===== config.mk =====
export PLATFORM = sky130hd
export DESIGN_NAME = binary_to_ascii_decimal_hex_flat
export DESIGN_NICKNAME = d
export VERILOG_FILES = /design/src/b2a_pkg.sv /design/src/b2a_if.sv /design/src/b2a_conv.sv /design/src/binary_to_ascii_decimal_hex.sv /design/src/flat_wrapper.sv
export SDC_FILE = /design/constraint.sdc
export NUM_CORES = 1
export LEC_CHECK = 0
export ABC_AREA = 1
export BUFFER_PORTS_ARGS = -buffer_cell sky130_fd_sc_hd__clkbuf_2
export CORE_MARGIN = 10
export CORE_UTILIZATION = 55
export DETAILED_ROUTE_END_ITERATION = 7
export PLACE_DENSITY = 0.76
export REMOVE_ABC_BUFFERS = 1
export SYNTH_ARGS = -nofsm -noshare
export SYNTH_HDL_FRONTEND = slang
export SYNTH_SLANG_ARGS = --single-unit

===== constraint.sdc =====
create_clock -name clk_i -period 2.29 [get_ports clk_i]
set_input_delay 0.3435 -clock clk_i [delete_from_list [all_inputs] [get_ports clk_i]]
set_output_delay 0.3435 -clock clk_i [all_outputs]
set_load 0.02 [all_outputs]

===== src/b2a_pkg.sv =====
// Package: shared constants for the binary to ASCII converter.
package b2a_pkg;

  localparam int ValueW    = 32;
  localparam int CharW     = 8;
  localparam int NibW      = 4;
  localparam int DecDigits = 10;
  localparam int HexDigits = 8;
  localparam int BcdW      = DecDigits * NibW;
  localparam int CntW      = $clog2(ValueW);
  localparam int RemW      = $clog2(DecDigits + 1);

  localparam logic           CmdDec        = 1'b0;
  localparam logic           CmdHex        = 1'b1;
  localparam logic [CharW-1:0] AsciiZero     = 8'd48;
  localparam logic [CharW-1:0] AsciiX        = 8'h78;
  localparam logic [CharW-1:0] AsciiAlphaOff = 8'd55;
  localparam logic [NibW-1:0]  NibTen        = 4'd10;

endpackage


===== src/b2a_if.sv =====
// Interfaces: request channel (format and value) and character channel.
interface b2a_in_if;
  import b2a_pkg::*;
  logic              valid;
  logic              ready;
  logic              cmd;
  logic [ValueW-1:0] value;

  modport source (output valid, output cmd, output value, input ready);
  modport sink   (input valid, input cmd, input value, output ready);
endinterface

interface b2a_out_if;
  import b2a_pkg::*;
  logic             valid;
  logic             ready;
  logic [CharW-1:0] char_code;
  logic             last;

  modport source (output valid, output char_code, output last, input ready);
  modport sink   (input valid, input char_code, input last, output ready);
endinterface


===== src/b2a_conv.sv =====
// Bit-serial binary to BCD converter (shift and add-3), one input bit per cycle.
module b2a_conv import b2a_pkg::*; (
  input  logic              clk_i,
  input  logic              rst_ni,
  input  logic              start_i,
  input  logic [ValueW-1:0] value_i,
  output logic              done_o,
  output logic [BcdW-1:0]   bcd_o
);

  logic [ValueW-1:0] sh_q, sh_d;
  logic [BcdW-1:0]   bcd_q, bcd_d, bcd_adj;
  logic [CntW-1:0]   cnt_q, cnt_d;
  logic              busy_q, busy_d;
  logic              done_q, done_d;

  always_comb begin
    for (int i = 0; i < DecDigits; i++) begin
      if (bcd_q[i*NibW +: NibW] > 4'd4) begin
        bcd_adj[i*NibW +: NibW] = bcd_q[i*NibW +: NibW] + 4'd3;
      end else begin
        bcd_adj[i*NibW +: NibW] = bcd_q[i*NibW +: NibW];
      end
    end
  end

  always_comb begin
    sh_d   = sh_q;
    bcd_d  = bcd_q;
    cnt_d  = cnt_q;
    busy_d = busy_q;
    done_d = 1'b0;
    if (start_i) begin
      sh_d   = value_i;
      bcd_d  = '0;
      cnt_d  = '0;
      busy_d = 1'b1;
    end else if (busy_q) begin
      bcd_d = {bcd_adj[BcdW-2:0], sh_q[ValueW-1]};
      sh_d  = {sh_q[ValueW-2:0], 1'b0};
      cnt_d = cnt_q + 1'b1;
      if (cnt_q == CntW'(ValueW - 1)) begin
        busy_d = 1'b0;
        done_d = 1'b1;
      end
    end
  end

  always_ff @(posedge clk_i or negedge rst_ni) begin
    if (!rst_ni) begin
      cnt_q  <= '0;
      busy_q <= 1'b0;
      done_q <= 1'b0;
    end else begin
      cnt_q  <= cnt_d;
      busy_q <= busy_d;
      done_q <= done_d;
    end
  end

  always_ff @(posedge clk_i) begin
    sh_q  <= sh_d;
    bcd_q <= bcd_d;
  end

  assign done_o = done_q;
  assign bcd_o  = bcd_q;

endmodule


===== src/binary_to_ascii_decimal_hex.sv =====
// Top level: formats a 32-bit unsigned value as decimal or 0x-prefixed hex ASCII text.
//
// in_i carries one request: cmd (0 decimal, 1 hex) and a 32-bit value.
// out_o returns the text one character per transfer, most significant first,
// with last set on the final character. Decimal has no leading zeros (zero
// gives "0"); hex is always "0x" plus eight upper-case digits.
// One request is worked on at a time; in_i.ready is high while idle.
// Hex: the request goes straight to the character sequencer, which emits "0x"
// and then one character per cycle while the receiver is ready.
// Decimal: the value goes bit-serially through the BCD converter, leading
// zero digits are then dropped one at a time, and the rest follow at one
// character per cycle while the receiver is ready. No new request is taken
// until the final character has been loaded into the output register.
// The last character sits in the output register while the next request is
// already taken. A stalled receiver holds the output register and the
// character sequencer waits; nothing is lost.
// Reset clears the sequencer and the output valid; no request is pending.
module binary_to_ascii_decimal_hex import b2a_pkg::*; (
  input  logic        clk_i,
  input  logic        rst_ni,
  b2a_in_if.sink      in_i,
  b2a_out_if.source   out_o
);

  typedef enum logic [3:0] {
    StIdle = 4'b0001,
    StConv = 4'b0010,
    StSkip = 4'b0100,
    StEmit = 4'b1000
  } state_e;

  state_e           state_q, state_d;
  logic [BcdW-1:0]  digits_q, digits_d;
  logic [RemW-1:0]  rem_q, rem_d;
  logic [1:0]       pre_q, pre_d;
  logic             out_valid_q, out_valid_d;
  logic [CharW-1:0] char_q, char_d;
  logic             last_q, last_d;

  logic             in_fire, slot_free, conv_done;
  logic [BcdW-1:0]  conv_bcd;
  logic [NibW-1:0]  nib;
  logic [CharW-1:0] digit_char;

  assign in_i.ready = (state_q == StIdle);
  assign in_fire    = in_i.valid && in_i.ready;
  assign slot_free  = !out_valid_q || out_o.ready;

  b2a_conv u_conv (
    .clk_i   (clk_i),
    .rst_ni  (rst_ni),
    .start_i (in_fire && (in_i.cmd == CmdDec)),
    .value_i (in_i.value),
    .done_o  (conv_done),
    .bcd_o   (conv_bcd)
  );

  assign nib        = digits_q[BcdW-1 -: NibW];
  assign digit_char = (nib < NibTen) ? (AsciiZero + {4'b0, nib})
                                     : (AsciiAlphaOff + {4'b0, nib});

  always_comb begin
    state_d     = state_q;
    digits_d    = digits_q;
    rem_d       = rem_q;
    pre_d       = pre_q;
    out_valid_d = out_valid_q && !out_o.ready;
    char_d      = char_q;
    last_d      = last_q;
    unique case (state_q)
      StIdle: begin
        if (in_fire) begin
          if (in_i.cmd == CmdHex) begin
            digits_d = {in_i.value, {(BcdW-ValueW){1'b0}}};
            rem_d    = RemW'(HexDigits);
            pre_d    = 2'd2;
            state_d  = StEmit;
          end else begin
            state_d = StConv;
          end
        end
      end
      StConv: begin
        if (conv_done) begin
          digits_d = conv_bcd;
          rem_d    = RemW'(DecDigits);
          pre_d    = 2'd0;
          state_d  = StSkip;
        end
      end
      StSkip: begin
        if (nib == '0 && rem_q != RemW'(1)) begin
          digits_d = {digits_q[BcdW-NibW-1:0], {NibW{1'b0}}};
          rem_d    = rem_q - 1'b1;
        end else begin
          state_d = StEmit;
        end
      end
      StEmit: begin
        if (slot_free) begin
          out_valid_d = 1'b1;
          if (pre_q != 2'd0) begin
            char_d = (pre_q == 2'd2) ? AsciiZero : AsciiX;
            last_d = 1'b0;
            pre_d  = pre_q - 1'b1;
          end else begin
            char_d   = digit_char;
            last_d   = (rem_q == RemW'(1));
            digits_d = {digits_q[BcdW-NibW-1:0], {NibW{1'b0}}};
            rem_d    = rem_q - 1'b1;
            if (rem_q == RemW'(1)) begin
              state_d = StIdle;
            end
          end
        end
      end
      default: state_d = StIdle;
    endcase
  end

  always_ff @(posedge clk_i or negedge rst_ni) begin
    if (!rst_ni) begin
      state_q     <= StIdle;
      rem_q       <= '0;
      pre_q       <= '0;
      out_valid_q <= 1'b0;
    end else begin
      state_q     <= state_d;
      rem_q       <= rem_d;
      pre_q       <= pre_d;
      out_valid_q <= out_valid_d;
    end
  end

  always_ff @(posedge clk_i) begin
    digits_q <= digits_d;
    char_q   <= char_d;
    last_q   <= last_d;
  end

  assign out_o.valid     = out_valid_q;
  assign out_o.char_code = char_q;
  assign out_o.last      = last_q;

  a_conv_done_in_conv: assert property (@(posedge clk_i) disable iff (!rst_ni)
    conv_done |-> state_q == StConv)
    else $error("converter finished outside conversion");

  a_emit_has_chars: assert property (@(posedge clk_i) disable iff (!rst_ni)
    state_q == StEmit |-> rem_q != '0)
    else $error("emitting with no characters left");

  a_accept_leaves_idle: assert property (@(posedge clk_i) disable iff (!rst_ni)
    in_fire |=> state_q != StIdle)
    else $error("request accepted but sequencer stayed idle");

  a_last_ends_item: assert property (@(posedge clk_i) disable iff (!rst_ni)
    state_q == StEmit && slot_free && pre_q == 2'd0 && rem_q == RemW'(1)
      |=> out_valid_q && last_q && state_q == StIdle)
    else $error("final character not marked last");

endmodule

===== src/flat_wrapper.sv =====
// flat-port wrapper written by rule: the top's interface ports become plain ports
module binary_to_ascii_decimal_hex_flat import b2a_pkg::*;
  (clk_i, rst_ni, in_i_valid, in_i_cmd, in_i_value, in_i_ready, out_o_valid, out_o_char_code, out_o_last, out_o_ready);
  b2a_in_if in_i_i ();
  b2a_out_if out_o_i ();
  input  logic clk_i;
  input  logic rst_ni;
  input wire logic [$bits(in_i_i.valid)-1:0] in_i_valid;
  input wire logic [$bits(in_i_i.cmd)-1:0] in_i_cmd;
  input wire logic [$bits(in_i_i.value)-1:0] in_i_value;
  output wire logic [$bits(in_i_i.ready)-1:0] in_i_ready;
  output wire logic [$bits(out_o_i.valid)-1:0] out_o_valid;
  output wire logic [$bits(out_o_i.char_code)-1:0] out_o_char_code;
  output wire logic [$bits(out_o_i.last)-1:0] out_o_last;
  input wire logic [$bits(out_o_i.ready)-1:0] out_o_ready;
  assign in_i_i.valid = in_i_valid;
  assign in_i_i.cmd = in_i_cmd;
  assign in_i_i.value = in_i_value;
  assign in_i_ready = in_i_i.ready;
  assign out_o_valid = out_o_i.valid;
  assign out_o_char_code = out_o_i.char_code;
  assign out_o_last = out_o_i.last;
  assign out_o_i.ready = out_o_ready;
  binary_to_ascii_decimal_hex u_core (.clk_i(clk_i), .rst_ni(rst_ni), .in_i(in_i_i), .out_o(out_o_i));
endmodule

==> results of run 1 <==
power groups by stage:
stage                     registers (W)  logic [W]  clock network [W]
after CTS                       0.00484    0.00527            0.00293
after global placement          0.00481    0.00490                  0
after floorplan                 0.00481    0.00385                  0
after detailed placement        0.00486    0.00522                  0
after global routing            0.00498    0.00600            0.00304
final                           0.00485    0.00527            0.00291
layer usage:
metal  track usage [%]  part of all wire [%]  wire [µm]  vias up
li1                  -                     -          -     2660
met4              7.70                   2.2        340        0
met1              21.1                    42       6670     2565
met3              4.43                   4.5        703       36
met5                 0                     0          0        -
met2              31.4                    51       8020      137
cells by family (layout without fill, tap and decap cells):
logic type | count (synthesis) | in the layout
simple gates | 313 | 313
buf+inv | 103 | 164
flops | 138 | 138
fa+ha+maj | 27 | 27
xor+xnor | 26 | 26
compound gates | 154 | 154
other cells | 1 | 1
cells in the mapped netlist, drive strengths merged:
| master | count |
|---|---|
| o22ai | 10 |
| xnor2 | 5 |
| nor3 | 4 |
| nand3 | 29 |
| clkbuf | 6 |
| conb | 1 |
| a21oi | 28 |
| a21boi | 1 |
| buf | 25 |
| dfstp | 1 |
| or2 | 1 |
| dfxtp | 40 |
| o21ai | 66 |
| o2111ai | 6 |
| dfrtp | 17 |
| nand4 | 4 |
| a31oi | 4 |
| xor2 | 21 |
| a22oi | 5 |
| nand2 | 229 |
| nor2 | 46 |
| o21bai | 5 |
| o211ai | 29 |
| inv | 72 |
| edfxtp | 80 |
| ha | 27 |
layout make-up:
class | instances | area (µm²) | share of cell area, %
clock buffers | 20 | 457 | 5.73
clock inverters | 12 | 171 | 2.15
inverters | 72 | 275 | 3.46
multi-input cells | 521 | 2840 | 35.7
flip-flops and latches | 138 | 3650 | 45.9
well taps | 172 | 215 | 2.70
repair buffers | 60 | 350 | 4.40
layout by cell type (no fill, tap or decap), types with 5 or more instances in the layout:
cell | netlist | final
dfxtp_1 | 40 | 40
nand2_1 | 223 | 223
o22ai_2 | 9 | 9
o2111ai_1 | 6 | 6
o21bai_1 | 5 | 5
ha_1 | 27 | 27
o21ai_0 | 57 | 57
o211ai_1 | 29 | 29
buf_4 | 4 | 12
inv_1 | 66 | 66
nor2_1 | 39 | 39
nand3_1 | 27 | 27
xor2_1 | 21 | 21
dfrtp_1 | 17 | 17
clkbuf_16 | 0 | 17
a21oi_1 | 28 | 28
clkbuf_2 | 0 | 46
a22oi_1 | 5 | 5
xnor2_1 | 5 | 5
edfxtp_1 | 80 | 80
nor2_4 | 6 | 6
o21ai_1 | 9 | 9
nand2_2 | 5 | 5
inv_2 | 5 | 5
sequential cells by signal, summed over array words and instances (netlist names):
name                    count
u_core.u_conv.sh_q         32
u_core.pre_q                2
u_core.u_conv.done_o        1
u_core.u_conv.busy_q        1
u_core.rem_q                4
u_core.out_o.char_code      7
u_core.u_conv.cnt_q         5
u_core.u_conv.bcd_o        40
u_core.out_o.last           1
u_core.digits_q            40
u_core.state_q              4
u_core.out_o.valid          1
path summary, 6_finish.rpt:
kind                                         from  slack [ps]                      to
hold / removal                        out_o_ready         130      u_core.out_o.valid
min in group asynchronous                  rst_ni         400         u_core.rem_q[3]
hold reg to reg            u_core.u_conv.bcd_o[8]         460  u_core.u_conv.bcd_o[8]
setup reg to reg              u_core.digits_q[37]         290      u_core.digits_q[3]
max in group asynchronous                  rst_ni        1540       u_core.state_q[0]
setup / recovery              u_core.digits_q[37]         290      u_core.digits_q[3]
through the flow:
step / cells / instance area (µm²) / setup slack (ps)
floorplan: 731 / 6770 / -323
global placement: 962 / 7330 / 389
detailed placement: 962 / 7330 / 333
CTS: 995 / 7970 / 298
global route: 995 / 7970 / 146
finish: 995 / 7970 / 288
critical path, cell delays in order (launching register included):
cell      delay, ps
edfxtp_1        400
inv_1           100
ha_1            150
nand2_1          50
nor2_1          150
nand2_1         100
a21oi_1         180
nand3_2         140
inv_1           110
buf_4           290
==> flow_summary.json, run 1 <==
{
  "status": "completed",
  "finalSetupViolations": 0,
  "vias_per_cell": 5.43,
  "grt_pass1_wl_um": 26300,
  "worstPathRequired_ps": 2390,
  "antenna_cells": 0,
  "grtUsageTotal_pct": 18.2,
  "dpl.hpwl_um": 10700,
  "cp-start-kind": "flip-flop",
  "drt_iter0_markers": 470,
  "antenna_left": 0,
  "die_area_mm2": 0.0176,
  "clk_pin_slew_ps": 60,
  "hold_path.class": "in2reg",
  "synth_compound_gate_area_share_pct": 13.8,
  "synth_top_area_cell": "edfxtp_1",
  "grt_max_degree": 45,
  "final.setup.tns_ps": 0,
  "max_freq_ghz": 0.499,
  "yosysUniqueCellTypes": 37,
  "cts_made_buffers": 17,
  "yosys.area_share.simple_pct": 18.7,
  "placementRows": 41,
  "routedWlPerCell_um": 15.8,
  "p_sw_share_pct": 38.6,
  "ios": 48,
  "port_buffers": 46,
  "ys_ff_latch": 138,
  "cts.hold.buffers_added": 1,
  "pwr-share-seq_pct": 37.2,
  "worst_slew_pin_slew_ps": 718,
  "synth_top_family_by_area": "simple AND/OR/NAND/NOR gates",
  "path_class": "reg2reg",
  "cts.repair.resized": 0,
  "syn_to_final_growth_pct": 13.9,
  "synth_top_area_share_pct": 34.4,
  "syn_area_mm2": 0.00699,
  "netlist_top_cells_area": "edfxtp_1 34%, nand2_1 12%, dfxtp_1 11%",
  "numClockSinks": 138,
  "utilization_pct": 63.6,
  "min_path_cells": 2,
  "nFillCells": 1037,
  "die_h_um": 133,
  "muxShareOfSynthArea_pct": 0,
  "initial_utilization_pct": 55.9,
  "max_slew_margin_pct": 52.0,
  "layout.nets": 874,
  "synthCells": 762,
  "drive_above_1_share_pct": 14.8,
  "p_per_area_mw_per_mm2": 1640,
  "yosysSeqAreaShare_pct": 52.3,
  "fp.dieW_um": 133,
  "coreArea_mm2": 0.0125,
  "place.gp.congestion": 0.866,
  "period_minus_slack_ps": 2000,
  "first_global_vias": 5557,
  "rsz0062_at_grt": "no",
  "yosys_warnings": 0,
  "crit_fanout": 20,
  "drv_cap": 0,
  "grt_antenna_before_repair": 0,
  "p_int_w": 0.00800,
  "whs_ps": 132,
  "clk_path_buf_depth": 2,
  "leakage_nw": 3.60,
  "postSynthAreaPerCell_um2": 9.18,
  "crit_arrival_ps": 2100,
  "slew_violations": 0,
  "reg2reg_depth": 9,
  "num_vias": 5398,
  "period_share_pct": 87.4,
  "power_switching_w": 0.00503,
  "post_cts_buffers": 0,
  "tritoncts": "built",
  "p_comb_share_pct": 40.4,
  "grt-ovfl-total": 0,
  "htree_num_levels": 4,
  "clk_latency_ps": 420,
  "finalPower_w": 0.0130,
  "clock-root-buffer": "clkbuf_16",
  "drc": 0,
  "end_kind": "flip-flop",
  "final-hold-violation-count": 0,
  "synthAdderAreaFrac_pct": 4.83,
  "irDropWorstVdd_mv": 0.725,
  "wirelength_um": 15700,
  "skew_ps": 6.43,
  "synth_xor_area_share_pct": 3.26,
  "firstDrtPassIters": 5,
  "clkPwrFrac_pct": 22.3
}
Power figures use the tool's default switching activity.
==> run 2, diff against run 1 <==
--- a/config.mk
+++ b/config.mk
@@ -10,6 +10,7 @@
 export CORE_MARGIN = 10
 export CORE_UTILIZATION = 55
 export DETAILED_ROUTE_END_ITERATION = 7
+export GPL_TIMING_DRIVEN = 0
 export PLACE_DENSITY = 0.76
 export REMOVE_ABC_BUFFERS = 1
 export SYNTH_ARGS = -nofsm -noshare
==> flow_summary.json, run 2 (synthesized netlist as in run 1, its figures left out) <==
{
  "finalPower_w": 0.0133,
  "path_class": "reg2reg",
  "worstPathRequired_ps": 2530,
  "clk_path_buf_depth": 2,
  "rsz0062_at_grt": "no",
  "cts_made_buffers": 17,
  "grtUsageTotal_pct": 19.9,
  "place.gp.congestion": 0.848,
  "layout.nets": 874,
  "clock-root-buffer": "clkbuf_16",
  "antenna_left": 0,
  "placementRows": 41,
  "max_freq_ghz": 0.459,
  "finalSetupViolations": 0,
  "irDropWorstVdd_mv": 0.743,
  "period_share_pct": 95.0,
  "slowest_delay_ps": 550,
  "slew_violations": 0,
  "multi_input_area_mm2": 0.00291,
  "cpMaxStageDelayCell": "dfstp_2",
  "end_kind": "flip-flop",
  "grt-ovfl-total": 0,
  "initial_utilization_pct": 55.9,
  "nFillCells": 1039,
  "grt_antenna_before_repair": 0,
  "syn_to_final_growth_pct": 14.6,
  "die_h_um": 133,
  "crit_fanout": 40,
  "htree_num_levels": 4,
  "first_global_vias": 5688,
  "utilization_pct": 64.0,
  "leakage_nw": 3.58,
  "port_buffers": 46,
  "final-hold-violation-count": 0,
  "grt_max_degree": 59,
  "clk_latency_ps": 420,
  "vias_per_cell": 5.56,
  "tritoncts": "built",
  "routedWlPerCell_um": 17.1,
  "path_cells": "nor2_1 -> nand2_4 -> nand2_2 -> nor2_4 -> nand2_1 -> o211ai_1",
  "hold_path.class": "in2reg",
  "critPathBufInv": 0,
  "antenna_cells": 0,
  "wirelength_um": 17100,
  "skew_ps": 6.86,
  "coreArea_mm2": 0.0125,
  "fp.dieW_um": 133,
  "die_area_mm2": 0.0176,
  "drc": 0,
  "num_vias": 5530,
  "drv_cap": 0,
  "dpl.hpwl_um": 9660,
  "max_slew_margin_pct": 41.3,
  "ios": 48,
  "grt_pass1_wl_um": 28500,
  "regArea_mm2": 0.00366,
  "clk_pin_slew_ps": 60,
  "crit_family": "simple AND/OR/NAND/NOR gates",
  "status": "completed",
  "final_cell_mix": "223 x nand2_1, 80 x edfxtp_1, 64 x inv_1",
  "drt_iter0_markers": 471,
  "layout_commonest_cell": "nand2_1",
  "crit_arrival_ps": 2420,
  "numClockSinks": 138,
  "p_per_area_mw_per_mm2": 1660,
  "firstDrtPassIters": 5,
  "r2r_slack_ps": 110,
  "cp-start-kind": "flip-flop",
  "period_minus_slack_ps": 2180,
  "worst_slew_pin_slew_ps": 880,
  "drive_above_1_share_pct": 14.7
}
-- run 2: cell count changes in the layout (fill, tap and decap cells not counted), sizes merged --
| cell | delta |
|---|---|
| clkbuf | +4 |
| nor2 | +1 |
| nand3 | +2 |
| inv | -1 |
| buf | -7 |
| clkinv | -2 |
| bufinv | +1 |
| nand2 | +2 |
-- run 2: worst reg2reg max path: stages, from the launching register on --
cell and delay, ps:
dfstp_2 550, nor2_1 80, nand2_4 350, nand2_2 230
nor2_4 500, nand2_1 150, o211ai_1 140
-- run 2: layer usage --
| metal | share of wire, % | global-route usage [%] |
|---|---|---|
| met5 | 0 | 0 |
| met2 | 49 | 32.8 |
| met4 | 2.0 | 7.89 |
| met1 | 42 | 24.6 |
| met3 | 6.4 | 4.58 |
-- run 2: power breakdown --
group          leakage (nW)  total [W]  internal, W  switching (W)
Combinational          1.89    0.00536      0.00183        0.00353
Sequential             1.38    0.00495      0.00426       0.000688
Clock                 0.316    0.00301      0.00201        0.00100
Total                  3.58     0.0133      0.00810        0.00522
-- run 2: stage by stage --
| step | TNS (ps) | area, µm² | worst slack [ps] | std cells | hold slack (ps) |
|---|---|---|---|---|---|
| floorplan | -28230 | 6770 | -323 | 731 | 47.9 |
| global placement | -141780 | 7220 | -1370 | 949 | 305 |
| detailed placement | -126860 | 7220 | -1380 | 949 | 316 |
| CTS | 0 | 7980 | 39.5 | 991 | 123 |
| global route | 0 | 8010 | 0.407 | 995 | 139 |
| finish | 0 | 8010 | 114 | 995 | 138 |
-- run 2: repair_timing --
action | in CTS | in global routing
pin swaps | 4 | 1
resized for setup | 9 | 2
buffers inserted | 2 | 4
endpoints found under the hold margin | 17 | 0
gates cloned | 7 | 0
endpoints found under the setup margin | 183 | 73
hold buffers | 1 | 0
-- run 2: final timing paths --
path / from / end / cells after the start
worst min-delay path: out_o_ready / u_core.out_o.valid / 2
max in group asynchronous: rst_ni / u_core.u_conv.busy_q / 2
worst min register to register: u_core.u_conv.bcd_o[8] / u_core.u_conv.bcd_o[8] / 2
min in group asynchronous: rst_ni / u_core.state_q[2] / 2
worst max-delay path: u_core.state_q[0] / u_core.digits_q[25] / 6
worst max register to register: u_core.state_q[0] / u_core.digits_q[25] / 6
-- run 2: layout make-up --
class | count | share of cell area, %
sequential | 138 | 45.7
multi-input combinational | 526 | 36.3
clock buffer | 24 | 6.01
inverter | 72 | 3.58
timing repair buffer | 53 | 3.56
tap | 172 | 2.69
clock inverter | 8 | 2.05
timing repair inverter | 2 | 0.156
==> run 3, diff against run 2 <==
--- a/config.mk
+++ b/config.mk
@@ -6,12 +6,14 @@
 export NUM_CORES = 1
 export LEC_CHECK = 0
 export ABC_AREA = 1
+export ABC_CLOCK_PERIOD_IN_PS = 2290
 export BUFFER_PORTS_ARGS = -buffer_cell sky130_fd_sc_hd__clkbuf_2
 export CORE_MARGIN = 10
 export CORE_UTILIZATION = 55
 export DETAILED_ROUTE_END_ITERATION = 7
 export GPL_TIMING_DRIVEN = 0
 export PLACE_DENSITY = 0.76
+export RECOVER_POWER = 100
 export REMOVE_ABC_BUFFERS = 1
 export SYNTH_ARGS = -nofsm -noshare
 export SYNTH_HDL_FRONTEND = slang
==> flow_summary.json, run 3 (synthesized netlist as in run 1, its figures left out) <==
{
  "period_minus_slack_ps": 2180,
  "finalPower_w": 0.0132,
  "p_int_w": 0.00803,
  "finalSetupViolations": 0,
  "layout_commonest_cell": "nand2_1",
  "pwr-share-seq_pct": 37.5,
  "slew_violations": 0,
  "antenna_left": 0,
  "m1WireLength_um": 7230,
  "leakage_nw": 3.53,
  "path_cells": "inv_2 -> nand2_1 -> nor2_1 -> nor2_2 -> inv_6 -> nand2_1 -> o211ai_1",
  "clk_path_buf_depth": 2,
  "worst_slew_pin_slew_ps": 989,
  "firstDrtPassIters": 5,
  "clock-root-buffer": "clkbuf_16",
  "p_comb_share_pct": 39.7,
  "critPathBufInv": 2,
  "clk_latency_ps": 420,
  "antenna_cells": 0,
  "initial_utilization_pct": 55.9,
  "utilization_pct": 63.4,
  "numClockSinks": 138,
  "die_area_mm2": 0.0176,
  "skew_ps": 6.00,
  "grt_antenna_before_repair": 0,
  "ios": 48,
  "grt_pass1_wl_um": 28500,
  "place.gp.congestion": 0.848,
  "clk_pin_slew_ps": 60,
  "power_switching_w": 0.00516,
  "status": "completed",
  "final_cell_mix": "225 x nand2_1, 80 x edfxtp_1, 64 x inv_1",
  "min_path_cells": 2,
  "grtUsageTotal_pct": 19.9,
  "max_freq_ghz": 0.460,
  "worstPathRequired_ps": 2520,
  "drt_iter0_markers": 508,
  "num_vias": 5542,
  "crit_arrival_ps": 2410,
  "max_slew_margin_pct": 34.1,
  "irDropWorstVdd_mv": 0.737,
  "vias_per_cell": 5.57,
  "finalNonFillerCells": 995,
  "p_per_area_mw_per_mm2": 1660,
  "dpl.cell_count": 949,
  "slowest_delay_ps": 670,
  "tritoncts": "built",
  "period_share_pct": 95.0,
  "p_sw_share_pct": 39.1,
  "reg2reg_depth": 7,
  "grt-ovfl-total": 0,
  "startpoint": "u_core.state_q[3]",
  "cp-start-kind": "flip-flop",
  "fp.dieW_um": 133,
  "rsz0062_at_grt": "no",
  "crit_top_cell": "nand2_1",
  "layout.nets": 874,
  "htree_num_levels": 4,
  "path_class": "reg2reg",
  "wl_met2_um": 8360,
  "timing.rr.start": "u_core.state_q[3]",
  "coreArea_mm2": 0.0125,
  "hold_path.class": "in2reg",
  "final-hold-violation-count": 0,
  "routedWlPerCell_um": 17.1,
  "drc": 0,
  "wirelength_um": 17000,
  "r2r_slack_ps": 110,
  "nFillCells": 1060,
  "cpMaxStageDelayCell": "nor2_1",
  "wl_met3_um": 1090,
  "first_global_vias": 5688,
  "clkPwrFrac_pct": 22.8,
  "port_buffers": 46,
  "die_h_um": 133,
  "dpl.hpwl_um": 9660,
  "top_layer": "met4",
  "crit_fanout": 37,
  "reg2reg_to": "u_core.digits_q[12]",
  "grt_max_degree": 59,
  "drv_cap": 0,
  "crit_family": "simple AND/OR/NAND/NOR gates",
  "cp.depth": 7,
  "placementRows": 41,
  "end_kind": "flip-flop",
  "drive_above_1_share_pct": 12.3,
  "crit_end": "u_core.digits_q[12]",
  "syn_to_final_growth_pct": 13.4,
  "cts_made_buffers": 17
}
[run 3: cell types whose count changed in the layout (fill, tap and decap cells not counted), sizes merged]
cell	delta
buf	-2
clkbuf	+2
[run 3: timing repair]
item,4_1_cts,5_1_grt
gates resized for setup,9,2
setup endpoints to repair,183,73
endpoints found under the hold margin,17,0
hold buffers,1,0
pin swaps,4,1
gates cloned,7,0
setup buffers,2,4
[run 3: worst min-delay path by stage]
stage                            from            endpoint
final                     out_o_ready  u_core.out_o.valid
after global routing      out_o_ready  u_core.out_o.valid
after CTS                 out_o_ready  u_core.out_o.valid
after detailed placement       rst_ni   u_core.state_q[2]
after global placement         rst_ni  u_core.out_o.valid
after floorplan                rst_ni  u_core.out_o.valid
[run 3: power by group through the flow]
stage / combinational [W] / clock, W / sequential [W]
3_5_place_dp: 0.00501 / 0 / 0.00496
6_report: 0.00524 / 0.00300 / 0.00495
2_1_floorplan: 0.00385 / 0 / 0.00481
5_1_grt: 0.00594 / 0.00315 / 0.00509
3_3_place_gp: 0.00470 / 0 / 0.00491
4_1_cts: 0.00528 / 0.00303 / 0.00492
[run 3: routing by layer]
metal / GRT usage, % / up-vias
met2: 32.8 / 168
met1: 24.6 / 2665
li1: - / 2676
met4: 7.89 / 0
met5: 0 / -
met3: 4.58 / 33
[run 3: cell type report]
type	instances	area, µm²	share of cell area, %
Clock buffer	24	482	6.07
Clock inverter	8	164	2.07
Inverter	72	287	3.61
Multi-Input combinational cell	526	2850	35.9
Sequential cell	138	3660	46.1
Tap cell	172	215	2.71
Timing Repair Buffer	53	268	3.38
Timing Repair inverter	2	12.5	0.158
[run 3: through the flow]
step / instance area [µm²] / hold slack [ps] / TNS, ps / worst slack (ps)
5_1_grt: 7930 / 139 / 0 / 1.11
3_5_place_dp: 7220 / 316 / -126860 / -1380
4_1_cts: 7980 / 123 / 0 / 39.5
3_3_place_gp: 7220 / 305 / -141780 / -1370
2_1_floorplan: 6770 / 47.9 / -28230 / -323
6_report: 7930 / 143 / 0 / 114
